==> src/sv/mmqec_pkg.sv <==
// types, constants and helpers for the quadrature edge counter
`timescale 1ns / 1ps
package mmqec_pkg;

    localparam int NUM_SLOTS   = 4;   // active motor slots, 1 to 4
    localparam int COUNT_WIDTH = 32;  // width of the step counters, 8 to 64
    localparam int SLOT_FIELDS = 4;   // slots visible in registers and results
    localparam int OUT_WIDTH   = 32;  // width of each count in the result
    localparam int PIN_WIDTH   = 6;
    localparam int EDGE_WIDTH  = 2;
    localparam int CH_WIDTH    = 2;
    localparam int CFG_IDX_WIDTH = 4;
    localparam int NUM_REGS    = 2 * SLOT_FIELDS;

    typedef logic [PIN_WIDTH-1:0]          t_pin;
    typedef logic [EDGE_WIDTH-1:0]         t_edge;
    typedef logic [CH_WIDTH-1:0]           t_chan;
    typedef logic signed [COUNT_WIDTH-1:0] t_count;
    typedef logic signed [OUT_WIDTH-1:0]   t_out_count;

    localparam t_pin  PIN_NONE   = t_pin'(63);
    localparam t_chan CH_UNDEF   = t_chan'(0);
    localparam t_chan CH_A       = t_chan'(1);
    localparam t_chan CH_B       = t_chan'(2);
    localparam t_edge EDGE_UNDEF = t_edge'(3);

    // event handed to every slot, fire marks the cycle it is applied
    typedef struct packed {
        logic  fire;
        t_pin  pin;
        t_edge edge_kind;
    } t_event;

    // sign-extend or truncate a counter to the result width
    function automatic t_out_count count_to_out(input t_count c);
        return t_out_count'(c);
    endfunction

endpackage

==> src/sv/mmqec_slot.sv <==
// one motor slot: pin match, direction decode and step counter
`timescale 1ns / 1ps
module mmqec_slot
    import mmqec_pkg::*;
(
    input  logic   i_clk,
    input  logic   i_rst_n,
    input  t_pin   i_pin_a,
    input  t_pin   i_pin_b,
    input  t_event i_evt,
    output logic   o_match,
    output t_count o_count
);

    t_chan  r_last_ch;
    t_edge  r_last_edge;
    t_count r_count;

    logic   w_is_a;
    logic   w_is_b;
    logic   w_same;
    logic   w_step;
    logic   w_fwd;
    t_chan  w_ch;

    always_comb begin
        w_is_a = (i_evt.pin != PIN_NONE) && (i_pin_a == i_evt.pin);
        w_is_b = !w_is_a && (i_evt.pin != PIN_NONE) && (i_pin_b == i_evt.pin);
        w_ch   = w_is_a ? CH_A : CH_B;
        w_same = (r_last_edge == i_evt.edge_kind);
        w_step = (r_last_ch != CH_UNDEF) && (r_last_ch != w_ch);
        // channel a steps forward on a changed edge, channel b on a repeated one
        w_fwd  = w_is_a ? !w_same : w_same;
    end

    assign o_match = w_is_a || w_is_b;
    assign o_count = r_count;

    always_ff @(posedge i_clk) begin
        if (!i_rst_n) begin
            r_last_ch   <= CH_UNDEF;
            r_last_edge <= EDGE_UNDEF;
            r_count     <= '0;
        end else if (i_evt.fire && o_match) begin
            r_last_ch   <= w_ch;
            r_last_edge <= i_evt.edge_kind;
            if (w_step) begin
                r_count <= w_fwd ? r_count + t_count'(1) : r_count - t_count'(1);
            end
        end
    end

endmodule

==> src/sv/multi_motor_quadrature_edge_counter.sv <==
// top level of the multi-motor quadrature edge counter
//
//  channel     direction  handshake                         payload
//  s_axis      in         i_s_axis_tvalid / o_s_axis_tready  tdata: pin, tuser: edge kind
//  m_axis      out        o_m_axis_tvalid / i_m_axis_tready  tdata: four counts, slot mask
//  cfg         in         i_cfg_valid / o_cfg_ready          index, pin number
//
// one item per cycle sustained while the output is not stalled; a taken item
// passes the input register, then slot update and result register
// the slot update shares its cycle with the result load, so the next item always
// sees the counts left by the one before
// reset is synchronous, active low: pins unassigned, counts zero, no item held
// an output stall backs up into the input register, then drops o_s_axis_tready
`timescale 1ns / 1ps
module multi_motor_quadrature_edge_counter
    import mmqec_pkg::*;
(
    input  logic                     i_clk,
    input  logic                     i_rst_n,
    // event input
    input  logic                     i_s_axis_tvalid,
    output logic                     o_s_axis_tready,
    input  logic [7:0]               i_s_axis_tdata,   // [5:0] pin_number, [7:6] zero
    input  logic [1:0]               i_s_axis_tuser,   // [1:0] edge_kind
    // count output
    output logic                     o_m_axis_tvalid,
    input  logic                     i_m_axis_tready,
    output logic [135:0]             o_m_axis_tdata,   // [31:0] count_motor0,
                                                       // [63:32] count_motor1,
                                                       // [95:64] count_motor2,
                                                       // [127:96] count_motor3,
                                                       // [131:128] matched_slots,
                                                       // [135:132] zero
    // pin configuration writes
    input  logic                     i_cfg_valid,
    output logic                     o_cfg_ready,
    input  logic [CFG_IDX_WIDTH-1:0] i_cfg_index,
    input  logic [PIN_WIDTH-1:0]     i_cfg_data
);

    // configured encoder pins per slot
    t_pin r_pin_a [SLOT_FIELDS];
    t_pin r_pin_b [SLOT_FIELDS];

    // input register
    logic  r_in_valid;
    logic  n_in_valid;
    t_pin  r_in_pin;
    t_edge r_in_edge;

    // result register (counts live in the slot counters)
    logic                   r_out_valid;
    logic                   n_out_valid;
    logic [SLOT_FIELDS-1:0] r_mask;

    logic                   w_advance;
    logic                   w_in_take;
    t_event                 w_evt;
    logic [SLOT_FIELDS-1:0] w_match;
    t_out_count             w_cnt [SLOT_FIELDS];

    // config port never stalls
    assign o_cfg_ready = 1'b1;

    always_ff @(posedge i_clk) begin
        if (!i_rst_n) begin
            for (int s = 0; s < SLOT_FIELDS; s++) begin
                r_pin_a[s] <= PIN_NONE;
                r_pin_b[s] <= PIN_NONE;
            end
        end else if (i_cfg_valid && (i_cfg_index < CFG_IDX_WIDTH'(NUM_REGS))) begin
            // even index is channel a, odd is channel b; higher indexes ignored
            if (i_cfg_index[0]) begin
                r_pin_b[i_cfg_index[CFG_IDX_WIDTH-2:1]] <= i_cfg_data;
            end else begin
                r_pin_a[i_cfg_index[CFG_IDX_WIDTH-2:1]] <= i_cfg_data;
            end
        end
    end

    // handshake: held item moves on when the result register is free or emptying
    assign w_advance       = r_in_valid && (!r_out_valid || i_m_axis_tready);
    assign o_s_axis_tready = !r_in_valid || w_advance;
    assign w_in_take       = i_s_axis_tvalid && o_s_axis_tready;

    always_comb begin
        n_in_valid = r_in_valid;
        if (w_in_take) begin
            n_in_valid = 1'b1;
        end else if (w_advance) begin
            n_in_valid = 1'b0;
        end
        n_out_valid = r_out_valid;
        if (w_advance) begin
            n_out_valid = 1'b1;
        end else if (i_m_axis_tready) begin
            n_out_valid = 1'b0;
        end
    end

    always_ff @(posedge i_clk) begin
        if (!i_rst_n) begin
            r_in_valid  <= 1'b0;
            r_out_valid <= 1'b0;
        end else begin
            r_in_valid  <= n_in_valid;
            r_out_valid <= n_out_valid;
        end
    end

    // payload registers, no reset needed
    always_ff @(posedge i_clk) begin
        if (w_in_take) begin
            r_in_pin  <= i_s_axis_tdata[PIN_WIDTH-1:0];
            r_in_edge <= i_s_axis_tuser;
        end
        if (w_advance) begin
            r_mask <= w_match;
        end
    end

    assign w_evt.fire      = w_advance;
    assign w_evt.pin       = r_in_pin;
    assign w_evt.edge_kind = r_in_edge;

    // active slots get a counter, the rest never match and read zero
    for (genvar s = 0; s < SLOT_FIELDS; s++) begin : g_slot
        if (s < NUM_SLOTS) begin : g_on
            t_count w_raw;
            mmqec_slot u_slot (
                .i_clk   (i_clk),
                .i_rst_n (i_rst_n),
                .i_pin_a (r_pin_a[s]),
                .i_pin_b (r_pin_b[s]),
                .i_evt   (w_evt),
                .o_match (w_match[s]),
                .o_count (w_raw)
            );
            assign w_cnt[s] = count_to_out(w_raw);
        end else begin : g_off
            assign w_match[s] = 1'b0;
            assign w_cnt[s]   = '0;
        end
    end

    assign o_m_axis_tvalid = r_out_valid;
    assign o_m_axis_tdata  = {4'b0000, r_mask, w_cnt[3], w_cnt[2], w_cnt[1], w_cnt[0]};

endmodule

==> config.mk <==
export PLATFORM = sky130hd
export DESIGN_NAME = multi_motor_quadrature_edge_counter
export DESIGN_NICKNAME = d
export VERILOG_FILES = /design/src/sv/mmqec_pkg.sv /design/src/sv/mmqec_slot.sv /design/src/sv/multi_motor_quadrature_edge_counter.sv
export SDC_FILE = /design/constraint.sdc
export NUM_CORES = 1
export LEC_CHECK = 0
export ABC_AREA = 1
export BUFFER_PORTS_ARGS = -buffer_cell sky130_fd_sc_hd__clkbuf_2
export CORE_UTILIZATION = 45
export DETAILED_ROUTE_END_ITERATION = 16
export GPL_TIMING_DRIVEN = 1
export SLEW_MARGIN = 20
export SYNTH_ARGS = -nofsm -noshare
export SYNTH_HDL_FRONTEND = slang
export SYNTH_SLANG_ARGS = --single-unit
==> constraint.sdc <==
create_clock -name i_clk -period 2.85 [get_ports i_clk]
set_input_delay 0.57 -clock i_clk [delete_from_list [all_inputs] [get_ports i_clk]]
set_output_delay 0.57 -clock i_clk [all_outputs]
set_load 0.005 [all_outputs]
==> reports/qor.yml <==
sta:
  slew_violations: 0
  post-route-period-util_pct: 102
  hold_slack_ns: 0.175
  rsz0062_at_grt: "yes"
  period_minus_slack_ns: 2.91
  finalClockSkew_ns: 0.0196
  tightest_slew_ns: 1.07
  setup_ws_ns: -0.0551
  hold_viol: 0
  max_freq_ghz: 0.344
  setup_viol: 11
  maxSlewHeadroom_pct: 27.5
synthesis:
  synth_edf_count: 60
  synth-async-reset-ratio_pct: 0
  ys_top_cells_by_area: "nand2_1 (19%), dfxtp_1 (17%), edfxtp_1 (11%)"
  synth_top_area_share_pct: 19.1
  synth_seq_cells: 206
  ys_warn_count: 0
  ys_seq_area_share_pct: 28.2
  syn_avg_cell_area_um2: 6.27
  synth_area_leader_cell: "nand2_1"
  syn_inst: 2674
  synth_cell_type_count: 50
  syn_area_um2: 16800
  ys.flop_type: "dfxtp_1"
routing:
  drt-total-wl_um: 54900
  drt-initial-drc-count: 1194
  vias: 18800
  viasPerCell: 5.24
  first_pass_iters: 6
  drcViolationCount: 0
  routedWlPerCell_um: 15.3
  final_antenna_net_count: 0
global_route:
  antenna_found_initial: 0
  grt_overflow: 0
  grt_start_max_net_pins: 121
  grtUsageTotal_pct: 26.7
  grt_pass1_wl_um: 84400
  grt_pass1_vias: 16900
final_layout:
  finalNonFillerCells: 3583
  drive_gt1_share_pct: 34.4
  final_cell_mix: "nand2_1 (632), inv_1 (419), buf_4 (258), nand2_2 (211), nand3_1 (170)"
  final_common_cell: "nand2_1"
  num-nets-final: 3123
  syn_to_final_growth_pct: 40.5
  antenna_cells: 0
worst_setup_path:
  required_ns: 3.30
  crit_arrival_ns: 3.36
  rrSetupSlack_ns: -0.06
  endpoint_kind: "flop"
  critPathLaunchType: "flop"
  path_class: "reg -> reg"
  path_max_fanout: 7
cts:
  cts_sinks: 206
  cts_root_buf: "clkbuf_16"
  cts_tree: "yes"
  cts.clk_slew.worst_paths_ns: 0.06
  cts_htree_levels: 1
  clk_latency_ns: 0.57
  cts_buffers: 28
  ctsLongestPathBuffers: 3
floorplanning:
  fp.dieW_um: 195
  die_h_um: 195
  row_count: 70
  fp.coreArea_um2: 36600
  die_area_um2: 38000
  start_util_pct: 45.8
  ios: 164
place:
  dp_hpwl_um: 37900
  dp_cells: 3462
  port_buffers: 156
  place_congestion: 0.936
pwr:
  p_per_area_nw_per_um2: 380
  vdd_drop_max_v: 0.000524
  total_leakage_power_nw: 11.8
worst_hold_path:
  min_path_type: "in -> reg"
outcome:
  violations: "setup timing"
  outcome: "finished, violations left"
job:
  drv_cap: 0
## cell families (layout without fill, tap and decap cells)
logic type / Yosys count / count (layout) / synth area share, %
buffers and inverters: 522 / 960 / 13.0
DFF: 206 / 206 / 28.2
adders and majority gates: 4 / 4 / 0.299
and+or+nand+nor: 1426 / 1426 / 37.0
other: 2 / 5 / 0.0448
AOI/OAI and AO/OA: 404 / 404 / 15.3
xor gates and xnor gates: 110 / 110 / 6.11
## synthesized netlist by cell type, drive strengths merged (31+ instances only)
cell type	n
clkbuf	31
inv	437
o41ai	105
o21ai	174
buf	51
xnor2	59
nand3	213
nor2	251
a21oi	72
nand2	904
edfxtp	60
dfxtp	146
xor2	51
## worst paths after layout
kind | endpoint | cells after the start | startpoint
hold reg to reg | g_slot[1].g_on.u_slot.r_last_ch[1] | 2 | g_slot[1].g_on.u_slot.r_last_ch[1]
setup reg to reg | g_slot[0].g_on.u_slot.o_count[29] | 21 | r_in_pin[0]
setup / recovery | g_slot[0].g_on.u_slot.o_count[29] | 21 | r_in_pin[0]
hold / removal | r_in_pin[2] | 1 | i_s_axis_tdata[2]
## critical path: stages (launching register included)
cell	delay (ns)
edfxtp_1	0.41
buf_6	0.17
buf_12	0.13
xnor2_4	0.13
nand2_2	0.09
nor2_4	0.24
nand2_4	0.11
nand2_4	0.13
nand2_8	0.09
clkbuf_16	0.19
nand2_4	0.07
nand2_4	0.07
nor2_4	0.15
nand2_4	0.08
o21ai_2	0.13
inv_1	0.06
nand2_2	0.14
nand2_2	0.09
nand3_2	0.06
nand2_1	0.04
nor2_1	0.12
nor2_1	0.06
## repair_timing
action	in CTS	in global routing
setup buffers	6	51
pin swaps	17	172
hold endpoints to repair	0	0
endpoints found under the setup margin	42	118
gates resized for setup	63	569
gates cloned	3	10
hold buffers	0	0
## area by class of cell
| type | count | area, um^2 |
|---|---|---|
| inverter | 440 | 1660 |
| timing repair buffer | 468 | 3710 |
| clock buffer | 45 | 868 |
| multi-input combinational | 1949 | 11900 |
| tap | 468 | 586 |
| timing repair inverter | 1 | 7.51 |
| sequential | 206 | 4720 |
| clock inverter | 6 | 95.1 |
| fill | 3314 | 13100 |
## registers in the layout, summed over array words and instances, names as in the netlist
name,cells
r_in_edge,2
o_m_axis_tvalid,1
r_mask,4
g_slot.g_on.u_slot.r_last_ch,8
r_pin_b,24
r_in_pin,6
r_in_valid,1
g_slot.g_on.u_slot.o_count,128
g_slot.g_on.u_slot.r_last_edge,8
r_pin_a,24
## where the power goes
group / leakage [nW] / internal [mW] / switching (mW)
logic: 9.55 / 0.933 / 1.28
clock network: 0.476 / 2.25 / 1.37
registers: 1.77 / 3.07 / 0.0357
total: 11.8 / 6.26 / 2.69
## layer usage
metal | global-route usage, % | vias to the layer above | share of wire, %
met5 | 0 | - | 0
met4 | 7.14 | 0 | 3.0
met3 | 3.07 | 115 | 5.5
met2 | 47.2 | 555 | 49
met1 | 34.2 | 8699 | 43
li1 | - | 9403 | -
## stage by stage
step	power, mW	area (um^2)	worst slack, ns	TNS, ns	utilization, %
2_1_floorplan	4.20	16800	0.257	0	-
3_3_place_gp	4.74	19700	-0.0433	-0.279	53.9
3_5_place_dp	4.76	19700	-0.0813	-1.06	53.9
4_1_cts	8.50	21100	-0.0520	-0.193	57.5
5_1_grt	9.31	23600	-0.229	-9.00	64.3
6_report	8.94	23600	-0.0551	-0.351	64.3
Power figures use the tool's default switching activity.
